`src/hdl/rft_fifo.sv`:
```
// Small flip-flop queue used for commands and for results.
`timescale 1ns / 1ps
`default_nettype none

module rft_fifo #(
  parameter int WIDTH = 8,
  parameter int DEPTH = 4
) (
  input  wire  logic                       clk,
  input  wire  logic                       rst_n,
  input  wire  logic                       push,
  input  wire  logic [WIDTH-1:0]           push_data,
  input  wire  logic                       pop,
  output logic [WIDTH-1:0]                 pop_data,
  output logic                             full,
  output logic                             empty,
  output logic [$clog2(DEPTH+1)-1:0]       count
);

  localparam int PTR_W = $clog2(DEPTH);
  localparam int CNT_W = $clog2(DEPTH+1);

  logic [WIDTH-1:0] mem_r [DEPTH];
  logic [PTR_W-1:0] wr_ptr_r, wr_ptr_nxt;
  logic [PTR_W-1:0] rd_ptr_r, rd_ptr_nxt;
  logic [CNT_W-1:0] count_r, count_nxt;
  logic             do_push;
  logic             do_pop;

  function automatic logic [PTR_W-1:0] ptr_inc(input logic [PTR_W-1:0] p);
    return (p == PTR_W'(DEPTH-1)) ? '0 : p + PTR_W'(1);
  endfunction

  assign full     = (count_r == CNT_W'(DEPTH));
  assign empty    = (count_r == '0);
  assign count    = count_r;
  assign pop_data = mem_r[rd_ptr_r];
  assign do_push  = push && !full;
  assign do_pop   = pop && !empty;

  // Pointer and occupancy update.
  always_comb begin
    wr_ptr_nxt = do_push ? ptr_inc(wr_ptr_r) : wr_ptr_r;
    rd_ptr_nxt = do_pop ? ptr_inc(rd_ptr_r) : rd_ptr_r;
    count_nxt  = count_r;
    if (do_push && !do_pop) begin
      count_nxt = count_r + CNT_W'(1);
    end else if (do_pop && !do_push) begin
      count_nxt = count_r - CNT_W'(1);
    end
  end

  always_ff @(posedge clk) begin
    if (!rst_n) begin
      wr_ptr_r <= '0;
      rd_ptr_r <= '0;
      count_r  <= '0;
    end else begin
      wr_ptr_r <= wr_ptr_nxt;
      rd_ptr_r <= rd_ptr_nxt;
      count_r  <= count_nxt;
    end
  end

  // Entry storage needs no reset.
  always_ff @(posedge clk) begin
    if (do_push) begin
      mem_r[wr_ptr_r] <= push_data;
    end
  end

endmodule

`default_nettype wire

```
`config.mk`:
```
export PLATFORM = sky130hd
export DESIGN_NAME = rft_fifo
export DESIGN_NICKNAME = d
export VERILOG_FILES = /design/src/hdl/rft_fifo.sv
export SDC_FILE = /design/constraint.sdc
export NUM_CORES = 1
export LEC_CHECK = 0
export BUFFER_PORTS_ARGS = -buffer_cell sky130_fd_sc_hd__buf_4
export CAP_MARGIN = 30
export CELL_PAD_IN_SITES_DETAIL_PLACEMENT = 1
export CELL_PAD_IN_SITES_GLOBAL_PLACEMENT = 1
export CORE_ASPECT_RATIO = 2
export CORE_MARGIN = 4
export CORE_UTILIZATION = 42
export DETAILED_ROUTE_END_ITERATION = 8
export PLACE_DENSITY_LB_ADDON = 0.1
export REMOVE_ABC_BUFFERS = 1
export SYNTH_ARGS = -nofsm -noshare
export SYNTH_HDL_FRONTEND = slang
export SYNTH_SLANG_ARGS = --single-unit
export TNS_END_PERCENT = 1
```
`constraint.sdc`:
```
create_clock -name clk -period 2 [get_ports clk]
set_input_delay 0.1 -clock clk [delete_from_list [all_inputs] [get_ports clk]]
set_output_delay 0.1 -clock clk [all_outputs]
set_load 0.02 [all_outputs]
```
Yosys cells after proc, flatten, opt, wreduce, memory -nomap -nowiden
Memories as Yosys holds them, arrays and structs flattened. A register that Yosys moved wholly into a read port is not among the register bits.
Cells that the tools add are included.
{ "op_classes": {"n_addsub": 4, "n_eq_ne": 3, "mux": 8, "reduce_logical": 10} }
{ "ops": {"columns": ["operator", "n"], "rows": [
  ["$mux W2", 4],
  ["$mux W3", 2],
  ["$add A2 B1 Y2 const B", 2],
  ["$eq A2 B2 Y1 const B", 2],
  ["$logic_and A1 B1 Y1", 4],
  ["$logic_not A1 Y1", 4],
  ["$add A3 B1 Y3 const B", 1],
  ["$eq A3 B3 Y1 const B", 1],
  ["$logic_not A3 Y1", 1],
  ["$sub A3 B1 Y3 const B", 1],
  ["$mux W1", 2],
  ["$reduce_bool A2 Y1", 1]
]} }
{ "totals": {"reg_bits": 7, "ram_bits": 32, "input_bits": 12, "word_cells": 29, "mem_count": 1} }
{ "mem_list": {"columns": ["name", "words", "word_bits", "rd", "rd_clocked_by_memory_dff", "write_ports", "line_no", "text"], "rows": [
  ["mem_r", 4, 8, 1, 1, 1, "23", "logic [WIDTH-1:0] mem_r [DEPTH];"]
]} }

Longest topological paths before layout
{ "depth": {"ltp_word": 7, "ltp_mapped": 9} }

Worst setup path after synthesis
Ideal clock, no wire load.
{ "synth_timing": {"path_kind": "register -> register", "startpoint": "reg count_r[0], in the netlist count[0]", "endpoint": "reg count_r[2], in the netlist count[2]", "setup_ps": 76, "arrival_time_ps": 2146, "t_required_ps": 1924, "setup_slack_ps": -221, "path_stages_with_launch": 10, "n_path_buf": 1, "period_less_slack_ps": 2221, "cell_sequence": "dfxtp_1 nor3b_2 nor2b_1 buf_2 ha_1 inv_1 fa_1 xor2_1 or3_1 a21boi_0"} }
{ "synth_between": {"elab_chain_cells": 6, "elab_cells_between_ends": 15, "classes_between": "2 x add/sub; 1 x eq/ne; 2 x mux; 10 x reduce/logical"} }
{ "synth_lines": {"columns": ["item", "line_no", "text"], "rows": [
  ["from (decl)", "26", "logic [CNT_W-1:0] count_r, count_nxt;"],
  ["from (signal assigned)", "61", "count_r <= count_nxt;"],
  ["$eq A3 B3 Y1 *", "34", "assign full = (count_r == CNT_W'(DEPTH));"],
  ["net full", "15", "output logic full,"],
  ["$logic_not A1 Y1 *", "38", "assign do_push = push && !full;"],
  ["$logic_and A1 B1 Y1 *", "38", null],
  ["net do_push", "27", "logic do_push;"],
  ["$logic_not A1 Y1", "48", "end else if (do_pop && !do_push) begin"],
  ["$logic_and A1 B1 Y1", "48", null],
  ["$reduce_bool A2 Y1 (no source line)", null, null]
]} }
Mark *: on every way through the listed nets, which the timed path passes. The rest lies on a longest branch. The select of a mux whose other input is x is not followed.
A chain may end at the register's enable or synchronous reset.

Worst setup path in the final report
{ "layout_timing": {"startpoint": "reg count_r[1], in the netlist count[1]", "endpoint": "reg count_r[2], in the netlist count[2]"} }
{ "layout_between": {"elab_chain_cells": 6, "elab_cells_between_ends": 15, "classes_between": "2 x add/sub; 1 x eq/ne; 2 x mux; 10 x reduce/logical"} }
{ "layout_lines": {"columns": ["item"], "rows": [
  ["parallel branches: the longest is 6 deep, another holds $sub A3 B1 Y3"]
]} }
Several ways; the timed one is not identified. The select of a mux whose other input is x is not followed.

==> impl_metrics.csv <==
group,metric,value,unit
drt,drt_pre_antenna_iters,4,
cts,clock-sinks,41,
drt,drc,0,
drt,wire_per_inst,17.0,um
layout,final_nets,152,
cts,root_buffer,"clkbuf_8",
setup_path,r2r_end,"count[2]$_SDFFE_PN0P_",
timing,rsz0062_at_grt,"yes",
global_route,grt.overflow.total,0,
floorplan,initial_core_util,44.2,%
timing,finalClockSkew,0.00193,ns
timing,drv_slew,0,
drt,wl_met1,1.04,mm
floorplan,dieHeight,96.1,um
power_and_ir_drop,leakagePower,0.769,nW
cts,numCtsBuffers,5,
layout,drive_above_1_share,41.0,%
timing,finalHoldViolations,0,
cts,htree_levels,2,
yosys,yosys-top-cells-area,"edfxtp_1 (59%), dfxtp_1 (11%), mux4_2 (11%)",
status,status,"complete, no violations",
setup_path,crit_slowest_cell,"dfxtp_2",
layout,areaGrowthSynthToFinish,26.6,%
yosys,syn_inst,93,
timing,setup_viol_count_final,0,
worst_hold_path,hold_depth,1,
power_and_ir_drop,power_frac_comb,35.9,%
placed_design,place_hpwl,2.23,mm
worst_hold_path,hp-start,"push_data[6]",
power_and_ir_drop,vdd_drop_max,632,uV
floorplan,die_area,5000,sq um
floorplan,die_w,52.1,um
drt,drtIter0Drc,8,
power_and_ir_drop,swShare,30.9,%
drt,wl,3.11,mm
setup_path,ff2ff_setup_slack,0.03,ns
yosys,synth_top_cell_area_share,58.9,%
timing,finalCritPeriodShare,98.7,%
floorplan,rows,31,
floorplan,io_pins,25,
yosys,yosysUniqueCellTypes,23,
cts,cts_buffer_depth,2,
setup_path,crit_chain,"o31ai_4 -> ha_2 -> inv_1 -> fa_2 -> xor2_1 -> or3_1 -> a21boi_1",
setup_path,path_class,"register to register",
cts,clk_latency,0.29,ns
drt,met3WireLength,133,um
timing,relSlewSlack,71.5,%
setup_path,cp.arrival,2.19,ns
placed_design,place_congestion,0.687,
power_and_ir_drop,power,2.56,mW
timing,tightest_slew,0.428,ns
timing,fmax,507,MHz
setup_path,path_max_fanout,5,
power_and_ir_drop,clockPowerShare,19.5,%
setup_path,slowest_delay,0.36,ns
global_route,grt_use_total,14.3,%
drt,top_layer_used,"met4",
setup_path,crit_required,2.21,ns
yosys,yosysSeqAreaShare,70.0,%
worst_hold_path,hold_end,"mem_r[2][6]$_DFFE_PP_",
yosys,yosys_warnings,0,
global_route,antenna_found_initial,0,
setup_path,crit_path_start_kind,"register",
global_route,grt_start_max_net_pins,12,
power_and_ir_drop,pwr-share-seq,44.6,%
power_and_ir_drop,internal-power,1.77,mW
cts,clk_pin_slew,0.07,ns
yosys,syn_area_per_cell,17.5,sq um
power_and_ir_drop,power.density,1240,nW/um^2
timing,fin_crit,1.97,ns
worst_hold_path,hold_path_class,"input pin to register",
global_route,grt_pass1_wl,4.87,mm
setup_path,r2r-start,"count[1]$_SDFFE_PN0P_",
global_route,grt_pass1_vias,1023,
drt,dr_wl_met2,1.86,mm
drt,via_count,908,
cts,tritoncts,"built",
layout,fin_util,56.0,%
placed_design,io_buffers,24,
yosys,yosysTopAreaCell,"edfxtp_1",
drt,final_antenna_net_count,0,
timing,setup_ws,0.0262,ns
flow_run,drv_cap,0,
power_and_ir_drop,power_switching,0.789,mW
placed_design,place_ws,-0.170,ns
drt,viasPerCell,4.96,
layout,n_antenna_cell,0,
floorplan,core,3680,sq um
yosys,synth_area,1630,sq um
setup_path,reg2regPathDepth,7,
yosys,ys_ff_latch,41,
setup_path,crit_path_end_kind,"register",
power groups by stage:
stage | Clock (mW) | Sequential, mW | Combinational, mW
after global routing | 0.558 | 1.15 | 0.996
final | 0.499 | 1.14 | 0.916
after floorplan | 0 | 1.18 | 0.456
after CTS | 0.520 | 1.13 | 0.917
after global placement | 0 | 1.13 | 0.853
after detailed placement | 0 | 1.14 | 0.892
synth_stat cells:
master / count
a21boi_0: 1
buf_2: 2
clkbuf_1: 1
xor2_1: 1
nor2_1: 2
xnor2_1: 1
inv_1: 3
o31ai_1: 1
nor3_1: 1
and2_1: 5
fa_1: 1
mux4_2: 8
dfxtp_1: 9
nand2_1: 6
mux2i_1: 3
o21ai_0: 3
ha_1: 6
nor3b_2: 1
buf_1: 1
edfxtp_1: 32
nand3_1: 2
nor2b_1: 2
or3_1: 1
registers in the layout (all words and copies together) (netlist names), named ones only:
name and cells:
wr_ptr_r 2, count 3, mem_r 32, rd_ptr_r 2
cells by family (layout without fill, tap and decap cells):
family          Yosys count  count (layout)  synth area share, %
mux                      11              11                 12.9
simple gates             20              20                 6.60
compound gates            5               5                 1.84
xor+xnor                  2               2                 1.07
fa+ha+maj                 7               7                 5.83
flops                    41              41                 70.0
buf+inv                   7              48                 1.76
placed cells by master (no fill, tap or decap), drive strengths merged:
cell,n
nor2b,2
dlygate4sd3,3
clkbuf,8
buf,34
nor3,1
xnor2,1
nand3,2
dfxtp,9
xor2,1
o31ai,1
mux2i,3
edfxtp,32
a21boi,1
mux4,8
nand2,6
and2,5
o21ai,3
nor3b,1
or3,1
fa,1
ha,6
nor2,2
inv,3
worst max-delay path by stage:
stage	start	endpoint
after detailed placement	count[1]$_SDFFE_PN0P_	count[2]$_SDFFE_PN0P_
after global routing	count[1]$_SDFFE_PN0P_	count[2]$_SDFFE_PN0P_
after CTS	count[2]$_SDFFE_PN0P_	count[2]$_SDFFE_PN0P_
after floorplan	count[0]$_SDFFE_PN0P_	count[2]$_SDFFE_PN0P_
final	count[1]$_SDFFE_PN0P_	count[2]$_SDFFE_PN0P_
after global placement	count[1]$_SDFFE_PN0P_	count[2]$_SDFFE_PN0P_
per-layer routing:
| metal | vias up | global-route usage, % |
|---|---|---|
| li1 | 424 | - |
| met1 | 452 | 12.8 |
| met2 | 24 | 26.3 |
| met3 | 8 | 3.72 |
| met4 | 0 | 9.85 |
| met5 | - | 0 |
timing repair:
item                       in CTS  in global routing
pin swaps                       1                  0
buffers inserted                1                  1
hold endpoints to repair        4                  8
setup endpoints to repair       1                  1
resized for setup               7                  2
hold buffers                    1                  2
worst max-delay path: cells and delay by family (launching register included):
kind,cells,cell delay [ns]
xor+xnor,1,0.16
fa+ha+maj,2,0.57
compound gates,2,0.42
flops,1,0.36
buf+inv,1,0.05
simple gates,1,0.32
cell type report:
cell class / instances / area, sq um
clock buffers: 8 / 80.1
fillers: 351 / 1620
inverters: 3 / 11.3
multi-input cells: 45 / 482
flip-flops and latches: 41 / 1140
well taps: 49 / 61.3
repair buffers: 37 / 285
stage by stage:
step	instance area [sq um]	hold WS (ns)	instances	TNS [ns]
detailed placement	1910	0.306	170	-0.170
finish	2060	0.0155	183	0
global route	2060	0.00232	183	-0.0429
floorplan	1610	0.199	89	-0.431
CTS	2030	0.00178	180	-0.00245
global placement	1910	0.299	170	0
Note: power is estimated with default switching activity, not from simulation.
