<file path="src/hdl/rft_pkg.sv">
// Shared constants and types of the RGB frame transpose block.
`timescale 1ns / 1ps
`default_nettype none

package rft_pkg;

  // Default geometry of the frame store.
  localparam int FRAME_MAX_DIM    = 64;
  localparam int FRAME_MAX_PIXELS = 4096;

  // Configuration port layout and register reset value.
  localparam int CFG_DATA_W    = 7;
  localparam int CFG_IDX_W     = 2;
  localparam int CFG_DIM_RESET = 64;

  // Depths of the command queue and the result queue.
  localparam int CMD_FIFO_DEPTH = 4;
  localparam int RES_FIFO_DEPTH = 4;

  localparam int CHAN_W = 8;

  typedef enum logic [CFG_IDX_W-1:0] {
    REG_FRAME_WIDTH  = 2'd0,
    REG_FRAME_HEIGHT = 2'd1
  } cfg_reg_t;

  typedef enum logic {
    OP_LOAD  = 1'b0,
    OP_DRAIN = 1'b1
  } opcode_t;

  // Work handed from the front end to the back end.
  typedef enum logic [1:0] {
    CMD_WRITE,
    CMD_READ,
    CMD_BLANK
  } cmd_kind_t;

  typedef struct packed {
    cmd_kind_t kind;
    logic      hit;
    logic      last;
  } cmd_ctrl_t;

  typedef struct packed {
    logic [CHAN_W-1:0] red;
    logic [CHAN_W-1:0] green;
    logic [CHAN_W-1:0] blue;
  } pixel_t;

  typedef struct packed {
    logic   valid;
    pixel_t pixel;
    logic   last;
  } result_t;

endpackage

`default_nettype wire

</file>
<file path="src/hdl/rft_front.sv">
// Front end: configuration registers, load counting and transposed address generation.
`timescale 1ns / 1ps
`default_nettype none

module rft_front import rft_pkg::*; #(
  parameter int MAX_DIM    = FRAME_MAX_DIM,
  parameter int MAX_PIXELS = FRAME_MAX_PIXELS
) (
  input  wire  logic                          clk,
  input  wire  logic                          rst_n,
  input  wire  logic                          cfg_valid,
  input  wire  logic [CFG_IDX_W-1:0]          cfg_index,
  input  wire  logic [CFG_DATA_W-1:0]         cfg_data,
  input  wire  logic                          item_valid,
  input  wire  logic                          item_opcode,
  input  wire  pixel_t                        item_pixel,
  output logic                                cmd_push,
  output cmd_ctrl_t                           cmd_ctrl,
  output logic [$clog2(MAX_PIXELS)-1:0]       cmd_addr,
  output pixel_t                              cmd_pixel
);

  localparam int DIM_W     = $clog2(MAX_DIM+1);
  localparam int ROW_W     = $clog2(MAX_DIM);
  localparam int CNT_W     = 2 * DIM_W;
  localparam int RAM_AW    = $clog2(MAX_PIXELS);
  localparam int RESET_DIM = (CFG_DIM_RESET > MAX_DIM) ? MAX_DIM : CFG_DIM_RESET;

  logic [DIM_W-1:0] width_r, width_nxt;
  logic [DIM_W-1:0] height_r, height_nxt;
  logic [CNT_W-1:0] area_r, area_nxt;
  logic [CNT_W-1:0] load_count_r, load_count_nxt;
  logic             phase_r, phase_nxt;
  logic [ROW_W-1:0] row_r, row_nxt;
  logic [ROW_W-1:0] col_r, col_nxt;
  logic [CNT_W-1:0] addr_r, addr_nxt;

  logic draining;
  logic row_end;
  logic col_end;
  logic last;

  // A zero register acts as one, anything above MAX_DIM as MAX_DIM.
  function automatic logic [DIM_W-1:0] clamp_dim(input logic [CFG_DATA_W-1:0] v);
    logic [31:0] vv;
    vv = 32'(v);
    if (vv == 32'd0) begin
      return DIM_W'(1);
    end else if (vv > MAX_DIM) begin
      return DIM_W'(MAX_DIM);
    end
    return DIM_W'(vv);
  endfunction

  // Register writes; the frame area is recomputed on every write.
  always_comb begin
    width_nxt  = width_r;
    height_nxt = height_r;
    if (cfg_valid) begin
      unique case (cfg_index)
        REG_FRAME_WIDTH:  width_nxt  = clamp_dim(cfg_data);
        REG_FRAME_HEIGHT: height_nxt = clamp_dim(cfg_data);
        default:          ;
      endcase
    end
    area_nxt = CNT_W'(width_nxt) * CNT_W'(height_nxt);
  end

  // A full frame switches to draining even if the phase bit has not caught up.
  assign draining = phase_r || (load_count_r >= area_r);
  assign row_end  = (DIM_W'(row_r) + DIM_W'(1)) >= height_r;
  assign col_end  = (DIM_W'(col_r) + DIM_W'(1)) >= width_r;
  assign last     = row_end && col_end;

  // Classify the item and step the load counter or the drain walk.
  always_comb begin
    load_count_nxt = load_count_r;
    phase_nxt      = phase_r;
    row_nxt        = row_r;
    col_nxt        = col_r;
    addr_nxt       = addr_r;
    cmd_push       = 1'b0;
    cmd_ctrl       = '{kind: CMD_WRITE, hit: 1'b0, last: 1'b0};
    cmd_addr       = '0;
    cmd_pixel      = item_pixel;
    if (item_valid) begin
      if (item_opcode == OP_LOAD) begin
        if (!draining) begin
          cmd_push       = (32'(load_count_r) < MAX_PIXELS);
          cmd_addr       = RAM_AW'(load_count_r);
          load_count_nxt = load_count_r + CNT_W'(1);
          phase_nxt      = (load_count_r + CNT_W'(1)) >= area_r;
        end else begin
          // Loads during draining are dropped.
          phase_nxt = 1'b1;
        end
      end else if (!draining) begin
        cmd_push      = 1'b1;
        cmd_ctrl.kind = CMD_BLANK;
      end else begin
        cmd_push      = 1'b1;
        cmd_ctrl.kind = CMD_READ;
        cmd_ctrl.hit  = (32'(addr_r) < MAX_PIXELS);
        cmd_ctrl.last = last;
        cmd_addr      = RAM_AW'(addr_r);
        if (last) begin
          phase_nxt      = 1'b0;
          load_count_nxt = '0;
          row_nxt        = '0;
          col_nxt        = '0;
          addr_nxt       = '0;
        end else if (row_end) begin
          phase_nxt = 1'b1;
          row_nxt   = '0;
          col_nxt   = col_r + ROW_W'(1);
          addr_nxt  = CNT_W'(col_r) + CNT_W'(1);
        end else begin
          phase_nxt = 1'b1;
          row_nxt   = row_r + ROW_W'(1);
          addr_nxt  = addr_r + CNT_W'(width_r);
        end
      end
    end
  end

  always_ff @(posedge clk) begin
    if (!rst_n) begin
      width_r      <= DIM_W'(RESET_DIM);
      height_r     <= DIM_W'(RESET_DIM);
      area_r       <= CNT_W'(RESET_DIM * RESET_DIM);
      load_count_r <= '0;
      phase_r      <= 1'b0;
      row_r        <= '0;
      col_r        <= '0;
      addr_r       <= '0;
    end else begin
      width_r      <= width_nxt;
      height_r     <= height_nxt;
      area_r       <= area_nxt;
      load_count_r <= load_count_nxt;
      phase_r      <= phase_nxt;
      row_r        <= row_nxt;
      col_r        <= col_nxt;
      addr_r       <= addr_nxt;
    end
  end

endmodule

`default_nettype wire

</file>
<file path="config.mk">
export PLATFORM = sky130hd
export DESIGN_NAME = rft_front
export DESIGN_NICKNAME = d
export VERILOG_FILES = /design/src/hdl/rft_pkg.sv /design/src/hdl/rft_front.sv
export SDC_FILE = /design/constraint.sdc
export NUM_CORES = 1
export LEC_CHECK = 0
export BUFFER_PORTS_ARGS = -buffer_cell sky130_fd_sc_hd__buf_2
export CORE_MARGIN = 4
export CORE_UTILIZATION = 40
export DETAILED_ROUTE_END_ITERATION = 8
export HOLD_SLACK_MARGIN = 0.1
export SYNTH_ARGS = -nofsm -noshare
export SYNTH_HDL_FRONTEND = slang
export SYNTH_SLANG_ARGS = --single-unit
</file>
<file path="constraint.sdc">
create_clock -name clk -period 9.6 [get_ports clk]
set_input_delay 0.96 -clock clk [delete_from_list [all_inputs] [get_ports clk]]
set_output_delay 0.96 -clock clk [all_outputs]
set_load 0.05 [all_outputs]
</file>
### Yosys cells after proc, flatten, opt, wreduce, memory -nomap -nowiden

Cells that the tools add are included.

* register bits: 69
* input port bits: 38
* output and inout port bits: 41
* word-level logic and storage cells: 75

* add/subtract/negate cells: 7
* multiply operators: 1
* $lt $le $gt $ge: 7
* equality and inequality tests: 4
* multiplexer cells: 39
* reduce and logical (&&, ||, !) cells: 9

Operators with widths (number)
* $mux 14: 6
* $mux 7: 8
* $mux 12: 4
* $ge 14x14->1: 2
* $lt 14x13->1 const B: 2
* $mux 6: 4
* $add 6x1->7 const B: 3
* $add 14x1->14 const B: 1
* $add 14x7->14: 1
* $ge 7x7->1: 2
* $mul 7x7->14: 1
* $mux 1: 13
* $add 6x1->6 const B: 2
* $mux 4: 2
* $reduce_and 4->1: 2
* $gt 7x7->1 const B: 1
* $logic_not 7->1: 1
* $mux 2: 2
* $ne 2x1->1 const B: 2
* $reduce_and 3->1: 1
* $eq 2x1->1 const B: 1
* $logic_not 2->1: 1
* $ne 2x2->1 const B: 1
* $reduce_and 2->1: 1
* other kinds (3): 3

### Logic depth before layout (Yosys ltp)

Gate-level depths: netlist (run 1).

* depth after elaboration: 9
* depth in mapped cells: 21
* depth with buffers taken out: 19

### Least setup slack after synthesis (run 1)

Ideal clock, no wire load.

* path type: input -> register
* from: input cfg_index[1]
* to: register area_r[13]
* library setup time: 0.128 ns
* arrival: 5.697 ns
* path slack: 3.775 ns
* cell stages on the path: 17
* buffers on the path: 2
* cells stage by stage: or3b_2 -> clkbuf_1 -> clkbuf_1 -> a21oi_1 -> nor2_1 -> fa_1 -> inv_1 -> fa_1 -> fa_1 -> inv_1 -> fa_1 -> ha_1 -> or4_1 -> o21ai_0 -> o21ai_0 -> xnor2_1 -> nor2_1

* cells in the longest elaborated chain, start to end: 4
* elaborated cells on any way between the ends: 7

Ends and longest elaborated chain
* from (decl): line rft_front.sv:12 `input wire logic [CFG_IDX_W-1:0] cfg_index,`
* $eq 2x1->1 / $logic_not 2->1 (equally long branches): line rft_front.sv:60 `unique case (cfg_index)`
* $mux 7: line rft_front.sv:60
* $mux 7: line rft_front.sv:59 `if (cfg_valid) begin`
* $mul 7x7->14 (*): line rft_front.sv:66 `area_nxt = CNT_W'(width_nxt) * CNT_W'(height_nxt);`
* to (signal assigned): line rft_front.sv:130 `area_r <= CNT_W'(RESET_DIM * RESET_DIM);`
* to (signal assigned): line rft_front.sv:139 `area_r <= area_nxt;`
* to (decl): line rft_front.sv:31 `logic [CNT_W-1:0] area_r, area_nxt;`

Mark *: on every way between the ends. The rest lies on a longest branch, timed or not.
A chain may end at the register's enable or synchronous reset.

### Final worst setup path (run 1)

* from: input cfg_index[1]
* to: register area_r[12]

The elaborated chain is that of the path after synthesis.

==> impl_metrics.csv, run 1 <==
group,metric,value,unit
grt,first_global_vias,5054,
layout,final_util,0.440,
routing,drtIter0Drc,317,
clocking,cts_resized,0,
logic_synthesis,synthCells,733,
job,maxCapViolations,0,
routing,dr.pass1.iters,7,
critical_path,critPathLaunchType,"primary input",
routing,route.detailed.drc,0,
critical_path,critPathTopFamily,"adder cells",
logic_synthesis,synth_seq_cells,69,
sta,drv_slew,0,
logic_synthesis,yosys-top-cells-count,"92 x nor2_1, 84 x ha_1, 69 x dfxtp_1",
hold_path,hold_class,"register to register",
logic_synthesis,syn_nets,880,
routing,wl_met1,7370,microns
pwr,powerDensity,112,mW/mm^2
clocking,clk_latency,340,ps
place,hpwl,11300,microns
logic_synthesis,yosysMostFrequentCell,"nor2_1",
layout,final_cell_area,0.00649,sq mm
critical_path,required,9780,ps
sta,worst_pin_slew,815,ps
critical_path,path_buf_inv,3,
logic_synthesis,yosysSeqAreaShare,0.226,
critical_path,path_cells,"buf_2 > or3b_2 > a21oi_1 > nor2_1 > fa_1 > inv_1 > fa_1 > fa_1 > inv_1 > fa_1 > ha_1 > or2_2 > a211oi_1 > nor3_1 > a31oi_1 > xor2_1 > nand2_1",
logic_synthesis,yosysUniqueCellTypes,58,
layout,fin_nets,875,
place,post-place-ws,3530,ps
die,rows,44,
logic_synthesis,syn-mean-instance-area,8.33,sq um
grt,grt.overflow.total,0,
layout,n_antenna_cell,0,
die,initial_utilization,0.414,
critical_path,cp_slowest_cell,"or3b_2",
grt,grtUsageTotal,0.173,
die,io-pin-count,79,
logic_synthesis,synth-edff-count,0,
critical_path,crit_type,"primary input to register",
place,gp_congestion,0.913,
sta,relSlewSlack,0.456,
pwr,power,725,uW
sta,finalClockSkew,10.0,ps
logic_synthesis,synth_top_area_share,0.226,
critical_path,r2r-end,"area_r[12]",
sta,final-hold-violation-count,0,
routing,vias,5071,
clocking,post_cts_buffers,0,
sta,setup_ws,3900,ps
routing,avgViaCountPerCell,5.53,
clocking,clk_path_buf_depth,2,
critical_path,crit_path_end_kind,"register",
sta,fin_crit,5700,ps
place,placed_cell_area,0.00619,sq mm
critical_path,timing.critical_path.to,"area_r[12]",
critical_path,worst_path_largest_cell_delay,600,ps
place,io_buffers,30,
critical_path,cp.depth,17,
clocking,clk_pin_slew,60,ps
clocking,holdBufCountCts,0,
die,die_x,132,microns
sta,finalCritPeriodShare,0.594,
layout,area_growth,6.36,%
clocking,cts_root_buffer,"clkbuf_16",
logic_synthesis,yosys.area.top_type,"dfxtp_1",
logic_synthesis,ys.warnings.count,0,
layout,drive_above_1_share,0.0996,
clocking,ctsHtreeMaxLevel,3,
pwr,peakVddDrop,89.9,uV
critical_path,ff2ff_setup_slack,4910,ps
grt,grt_pass1_wl,24900,microns
critical_path,crit_start,"cfg_index[1]",
routing,met3_length,680,microns
critical_path,r2r_cells,15,
sta,rsz0062_at_grt,"false",
logic_synthesis,async_flop_share,0,
grt,grt_max_degree,43,
run_status,status,"finished, final reports clean",
clocking,cts_tree,"yes",
clocking,cts_inserted_buffers,9,
pwr,leakage,3.00,nW
critical_path,arrival,5880,ps
routing,ant_nets,0,
critical_path,r2r_start,"width_r[0]",
sta,max_freq,0.175,GHz
logic_synthesis,synthFlopType,"dfxtp_1",
routing,route.met2.wl,6400,microns
logic_synthesis,syn_area,0.00610,sq mm
sta,setup_viol,0,
die,die_h,132,microns
sta,setup_tns,0,ps
routing,top_layer_used,"met4",
critical_path,cp_max_fo,13,
critical_path,crit_top_cell,"fa_1",
clocking,cts.sinks,69,
routing,routed_wl,14800,microns
die,die-area,0.0173,sq mm
die,core_region_area,0.0148,sq mm
grt,antenna_found_initial,0,
routing,avgRoutedWirePerCell,16.1,microns
logic_synthesis,synth.area.top_cells,"dfxtp_1 23%, ha_1 17%, fa_1 8.2%",
## how the worst min path moves through the flow
stage	to	cells past startpoint	startpoint	slack (ps)
detailed placement	col_r[1]	2	col_r[1]	490
CTS	col_r[1]	2	col_r[1]	500
global placement	addr_r[13]	2	addr_r[13]	470
floorplan	col_r[5]	2	col_r[5]	460
global route	col_r[3]	2	col_r[3]	520
finish	addr_r[13]	2	addr_r[13]	490
## state kept, by name, summed over array words and instances, names as in the netlist
register,flops
row_r,6
height_r,7
addr_r,14
area_r,14
width_r,7
phase_r,1
col_r,6
load_count_r,14
## stage by stage
stage	hold slack (ps)	std cells
final	493	917
after global routing	522	917
after CTS	498	917
after detailed placement	490	901
after global placement	475	901
after floorplan	461	733
## per-layer routing
layer / up-vias / GRT usage
met5: - / 0
met4: 0 / 0.0607
met3: 39 / 0.0333
met2: 113 / 0.265
met1: 2375 / 0.243
li1: 2544 / -
## area by class of cell
class / count / area (sq um)
inverters: 51 / 191
clock inverters: 2 / 15.0
multi-input cells: 563 / 4210
well taps: 184 / 230
clock buffers: 14 / 284
repair buffers: 34 / 180
fillers: 1507 / 8260
flip-flops and latches: 69 / 1380
## cells by family after synthesis
kind of cell,after synthesis,share of synthesized area
and+or+nand+nor,250,0.197
AOI/OAI and AO/OA,167,0.185
xor gates and xnor gates,34,0.0488
adders and majority gates,109,0.254
buffers and inverters,101,0.0840
muxes,3,0.00492
DFF,69,0.226
## worst min-delay path, cell delays in order (launching register included)
cell and delay (ps):
dfxtp_1 320, o21ai_0 70, a21oi_1 60
## report_power, final
group | leakage [nW] | total (mW) | switching [mW] | internal (mW)
Clock | 0.141 | 0.330 | 0.127 | 0.203
Sequential | 0.558 | 0.299 | 0.00601 | 0.293
Combinational | 2.31 | 0.0965 | 0.0639 | 0.0327
## cell usage in the layout, fill, tap and decap left out, drive strengths merged, types with 5 or more instances in the layout
cell / count
o21ai: 41
nand2b: 11
or2: 12
xor2: 13
fa: 25
o21bai: 6
a21o: 15
nand2: 40
nor3: 15
nor2b: 7
xnor2: 21
nand4: 7
or4: 5
inv: 51
nand3: 34
ha: 84
clkbuf: 14
dfxtp: 69
a31oi: 9
and2: 9
nor2: 93
a311oi: 10
o31ai: 5
buf: 34
and3: 8
a22o: 12
a21oi: 46
No activity file was read; power rests on OpenSTA's default activity.
==> run 2, diff against run 1 <==
==> constraint.sdc (replaced) <==
create_clock -name clk -period 5.42 [get_ports clk]
set_input_delay 0.542 -clock clk [delete_from_list [all_inputs] [get_ports clk]]
set_output_delay 0.542 -clock clk [all_outputs]
set_load 0.05 [all_outputs]
==> impl_metrics.csv, run 2 (synthesis results as in run 1) <==
group,metric,value,unit
sta,setup_ws,417,ps
layout,n_antenna_cell,0,
critical_path,r2r_cells,13,
grt,grtUsageTotal,0.170,
die,die_x,132,microns
clocking,cts.sinks,69,
sta,hold_slack,494,ps
routing,avgViaCountPerCell,5.56,
hold_path,min_path_cells,2,
die,core_region_area,0.0148,sq mm
die,initial_utilization,0.414,
layout,final_util,0.449,
layout,nFillCells,1479,
critical_path,path_cells,"buf_2 > or3b_2 > buf_4 > a21oi_1 > or2_2 > fa_1 > fa_1 > fa_1 > inv_1 > fa_1 > ha_1 > or4_1 > o21ai_0 > o21ai_0 > xnor2_1 > nor2_1",
die,rows,44,
routing,vias,5202,
place,hpwl,11400,microns
pwr,combPwrFrac,0.137,
hold_path,hold_class,"register to register",
critical_path,critPathLaunchType,"primary input",
sta,drv_slew,0,
clocking,cts_inserted_buffers,9,
pwr,intPower,939,uW
routing,dr.pass1.iters,5,
die,io-pin-count,79,
die,die_h,132,microns
sta,finalCritPeriodShare,0.923,
layout,seq_area,0.00138,sq mm
sta,worst_pin_slew,818,ps
pwr,leakage,3.09,nW
layout,final_cell_area,0.00663,sq mm
pwr,pwr-share-seq,0.409,
place,io_buffers,30,
die,die-area,0.0173,sq mm
pwr,power,1.29,mW
layout,fin_nets,893,
pwr,power.switching,355,uW
layout,multi_input_area,0.00421,sq mm
job,maxCapViolations,0,
grt,first_global_vias,5127,
run_status,status,"finished, final reports clean",
clocking,clk_pin_slew,60,ps
critical_path,r2r_start,"height_r[3]",
pwr,clockPowerShare,0.454,
sta,final-hold-violation-count,0,
clocking,post_cts_buffers,0,
sta,relSlewSlack,0.455,
sta,fin_crit,5000,ps
clocking,cts_resized,0,
layout,mostFrequentLayoutCell,"nor2_1",
layout,top_regs,"addr_r: 14 flops, area_r: 14 flops, load_count_r: 14 flops",
pwr,powerDensity,195,mW/mm^2
sta,finalClockSkew,8.23,ps
grt,grt.overflow.total,0,
sta,rsz0062_at_grt,"false",
place,gp_congestion,0.904,
clocking,clk_path_buf_depth,2,
critical_path,crit_start,"cfg_index[1]",
critical_path,cp_slowest_cell,"or3b_2",
sta,setup_viol,0,
place,placed_cell_area,0.00633,sq mm
grt,antenna_found_initial,0,
routing,drtIter0Drc,443,
clocking,cts_root_buffer,"clkbuf_16",
critical_path,arrival,5210,ps
sta,setup_tns,0,ps
routing,avgRoutedWirePerCell,15.7,microns
clocking,ctsHtreeMaxLevel,3,
critical_path,crit_path_end_kind,"register",
clocking,cts_tree,"yes",
layout,final_cell_mix,"92 x nor2_1, 84 x ha_1, 69 x dfxtp_1",
routing,ant_nets,0,
pwr,swShare,0.274,
hold_path,hold_start,"addr_r[13]",
layout,stdcell_count,935,
place,post-place-ws,52.4,ps
routing,route.detailed.drc,0,
grt,grt_pass1_wl,24700,microns
layout,drive_above_1_share,0.123,
clocking,clk_latency,330,ps
critical_path,worst_path_largest_cell_delay,560,ps
clocking,holdBufCountCts,0,
grt,grt_max_degree,43,
routing,routed_wl,14700,microns
critical_path,required,5620,ps
critical_path,cp_max_fo,8,
pwr,peakVddDrop,168,uV
critical_path,crit_type,"primary input to register",
sta,max_freq,0.200,GHz
critical_path,crit_top_cell,"fa_1",
layout,area_growth,8.57,%
place,dp_cells,919,
run 2: worst paths after layout:
kind / endpoint / slack (ps)
max: area_r[13] / 420
max reg2reg: area_r[13] / 920
min: addr_r[13] / 490
min reg2reg: addr_r[13] / 490
run 2: area by class of cell:
cell class,instances,area share
clock buffer,9,0.0340
clock inverter,7,0.0111
tap,184,0.0347
multi-input combinational,563,0.635
sequential,69,0.208
inverter,51,0.0289
timing repair buffer,52,0.0476
run 2: layer usage:
metal / vias to the layer above / GRT usage / wire, microns
met1: 2424 / 0.239 / 7130
li1: 2588 / - / -
met4: 0 / 0.0659 / 267
met5: - / 0 / 0
met3: 32 / 0.0279 / 797
met2: 158 / 0.262 / 6460
run 2: power groups by stage:
| stage | Sequential, mW | Clock (mW) | Combinational [mW] |
|---|---|---|---|
| floorplan | 0.535 | 0 | 0.178 |
| global placement | 0.539 | 0 | 0.173 |
| detailed placement | 0.540 | 0 | 0.176 |
| CTS | 0.529 | 0.600 | 0.177 |
| global route | 0.530 | 0.619 | 0.199 |
| finish | 0.529 | 0.588 | 0.177 |
run 2: critical path: cells and delay by family:
family,cells,cell delay [ps]
XOR/XNOR,1,170
adder cells (fa/ha/maj),5,2080
AND/OR/NAND/NOR,4,1310
AO/OA/AOI/OAI,3,750
buffers and inverters,3,360
==> run 3, diff against run 2 <==
--- a/config.mk
+++ b/config.mk
@@ -5,6 +5,7 @@
 export SDC_FILE = /design/constraint.sdc
 export NUM_CORES = 1
 export LEC_CHECK = 0
+export ABC_AREA = 1
 export BUFFER_PORTS_ARGS = -buffer_cell sky130_fd_sc_hd__buf_2
 export CORE_MARGIN = 4
 export CORE_UTILIZATION = 40
==> impl_metrics.csv, run 3 <==
group,metric,value,unit
place,io_buffers,30,
grt,grt_max_degree,36,
clocking,cts_resized,0,
sta,finalCritPeriodShare,0.881,
critical_path,cp_max_fo,6,
critical_path,required,5690,ps
pwr,peakVddDrop,156,uV
sta,fin_crit,4780,ps
logic_synthesis,syn_nets,1060,
clocking,clk_latency,340,ps
routing,ant_nets,0,
clocking,cts_inserted_buffers,9,
logic_synthesis,yosysMostFrequentCell,"nand2_1",
routing,avgRoutedWirePerCell,13.6,microns
routing,vias,5738,
layout,final_cell_mix,"181 x nand2_1, 120 x inv_1, 94 x nor2_1",
critical_path,worst_path_largest_cell_delay,560,ps
grt,antenna_found_initial,0,
grt,first_global_vias,5387,
die,die-area,0.0181,sq mm
logic_synthesis,syn_area,0.00642,sq mm
sta,finalClockSkew,6.41,ps
pwr,power,1.45,mW
clocking,cts_tree,"yes",
logic_synthesis,yosysUniqueCellTypes,41,
layout,n_antenna_cell,0,
sta,final-hold-violation-count,0,
critical_path,path_cells,"buf_2 > nor3_1 > inv_1 > nand2_1 > o21ai_1 > or2_2 > fa_1 > fa_1 > fa_1 > inv_1 > fa_1 > ha_1 > nand2_1 > o21ai_0 > a21oi_1 > o21ai_0 > o21ai_0 > a21oi_1",
logic_synthesis,syn-mean-instance-area,7.03,sq um
layout,nFillCells,1653,
sta,worst_pin_slew,629,ps
routing,drtIter0Drc,415,
layout,mostFrequentLayoutCell,"nand2_1",
sta,setup_tns,0,ps
die,io-pin-count,79,
critical_path,cp_slowest_cell,"fa_1",
logic_synthesis,synth_seq_cells,69,
pwr,powerDensity,209,mW/mm^2
critical_path,critPathTopFamily,"adder cells",
clocking,post_cts_buffers,0,
die,die_h,135,microns
logic_synthesis,async_flop_share,0,
routing,routed_wl,15500,microns
logic_synthesis,synth_top_area_share,0.215,
logic_synthesis,synth.area.top_cells,"dfxtp_1 22%, ha_1 16%, nand2_1 11%",
logic_synthesis,synthFlopType,"dfxtp_1",
critical_path,crit_type,"primary input to register",
clocking,cts_root_buffer,"clkbuf_16",
clocking,clk_pin_slew,60,ps
grt,grt.overflow.total,0,
critical_path,crit_top_cell,"fa_1",
die,initial_utilization,0.406,
critical_path,path_buf_inv,3,
sta,drv_slew,0,
clocking,cts.sinks,69,
pwr,leakage,3.41,nW
critical_path,arrival,5050,ps
sta,rsz0062_at_grt,"false",
run_status,status,"finished, final reports clean",
die,core_region_area,0.0158,sq mm
place,gp_congestion,0.862,
logic_synthesis,yosysSeqAreaShare,0.215,
layout,fin_nets,1067,
clocking,clk_path_buf_depth,2,
sta,max_freq,0.209,GHz
die,rows,46,
logic_synthesis,ys.warnings.count,0,
grt,grt_pass1_wl,26300,microns
hold_path,hold_class,"register to register",
layout,drive_above_1_share,0.0951,
routing,dr.pass1.iters,5,
routing,route.detailed.drc,0,
die,die_x,135,microns
logic_synthesis,synth-edff-count,0,
place,hpwl,12200,microns
critical_path,crit_path_end_kind,"register",
layout,top_regs,"addr_r: 14 flops, area_r: 14 flops, load_count_r: 14 flops",
logic_synthesis,yosys-top-cells-count,"181 x nand2_1, 120 x inv_1, 94 x nor2_1",
clocking,holdBufCountCts,0,
logic_synthesis,yosys.area.top_type,"dfxtp_1",
clocking,ctsHtreeMaxLevel,3,
grt,grtUsageTotal,0.177,
sta,setup_viol,0,
layout,area_growth,7.76,%
routing,avgViaCountPerCell,5.03,
critical_path,critPathLaunchType,"primary input",
logic_synthesis,synthCells,913,
job,maxCapViolations,0,
sta,relSlewSlack,0.578,
==> run 3: through the flow <==
stage	setup slack [ps]	util	hold slack (ps)	cell area, sq um	instances
final	644	0.437	492	6920	1141
after global routing	248	0.437	520	6920	1141
after CTS	644	0.437	491	6920	1141
after detailed placement	318	0.419	485	6640	1125
after global placement	368	0.419	480	6640	1125
after floorplan	740	-	460	6420	913
==> run 3: where the power goes <==
part | total, mW | internal (mW) | switching, mW
combinational | 0.355 | 0.119 | 0.236
clock | 0.553 | 0.322 | 0.231
sequential | 0.540 | 0.528 | 0.0121
==> run 3: layout make-up <==
cell class | count | area [sq um] | area share
Multi-Input combinational cell | 672 | 4270 | 0.618
Inverter | 126 | 473 | 0.0684
Timing Repair Buffer | 42 | 240 | 0.0347
Clock buffer | 11 | 243 | 0.0351
Sequential cell | 69 | 1380 | 0.200
Clock inverter | 5 | 36.3 | 0.00525
Tap cell | 216 | 270 | 0.0391
==> run 3: worst paths after layout <==
path,startpoint,to,slack (ps),cells past startpoint
max reg2reg,width_r[3],area_r[10],980,16
min,addr_r[4],addr_r[4],490,2
max,cfg_index[1],area_r[10],640,18
min reg2reg,addr_r[4],addr_r[4],490,2
==> run 3: cell families (layout without fill, tap and decap cells) <==
| kind of cell | Yosys count | count (layout) | synth area share |
|---|---|---|---|
| simple gates | 397 | 397 | 0.276 |
| flops | 69 | 69 | 0.215 |
| compound gates | 146 | 146 | 0.120 |
| fa+ha+maj | 109 | 109 | 0.242 |
| xor+xnor | 20 | 20 | 0.0285 |
| buf+inv | 172 | 184 | 0.119 |
==> run 3: metal layers <==
| layer | GRT usage | vias to the layer above | part of all wire | wire length (microns) |
|---|---|---|---|---|
| met2 | 0.265 | 142 | 0.43 | 6640 |
| met3 | 0.0298 | 18 | 0.054 | 831 |
| li1 | - | 2987 | - | - |
| met1 | 0.259 | 2591 | 0.50 | 7810 |
| met4 | 0.0600 | 0 | 0.015 | 232 |
| met5 | 0 | - | 0 | 0 |
==> run 3: worst register-to-register path: stages, from the launching register on <==
cell     delay [ps]
dfxtp_1         350
inv_1            90
nand2_1          70
o21ai_1         160
or2_2           340
fa_1            560
fa_1            460
fa_1            540
inv_1            50
fa_1            470
ha_1            380
nand2_1          90
o21ai_0         250
a21oi_1         100
o21ai_0         220
o21ai_0         110
a21oi_1         130
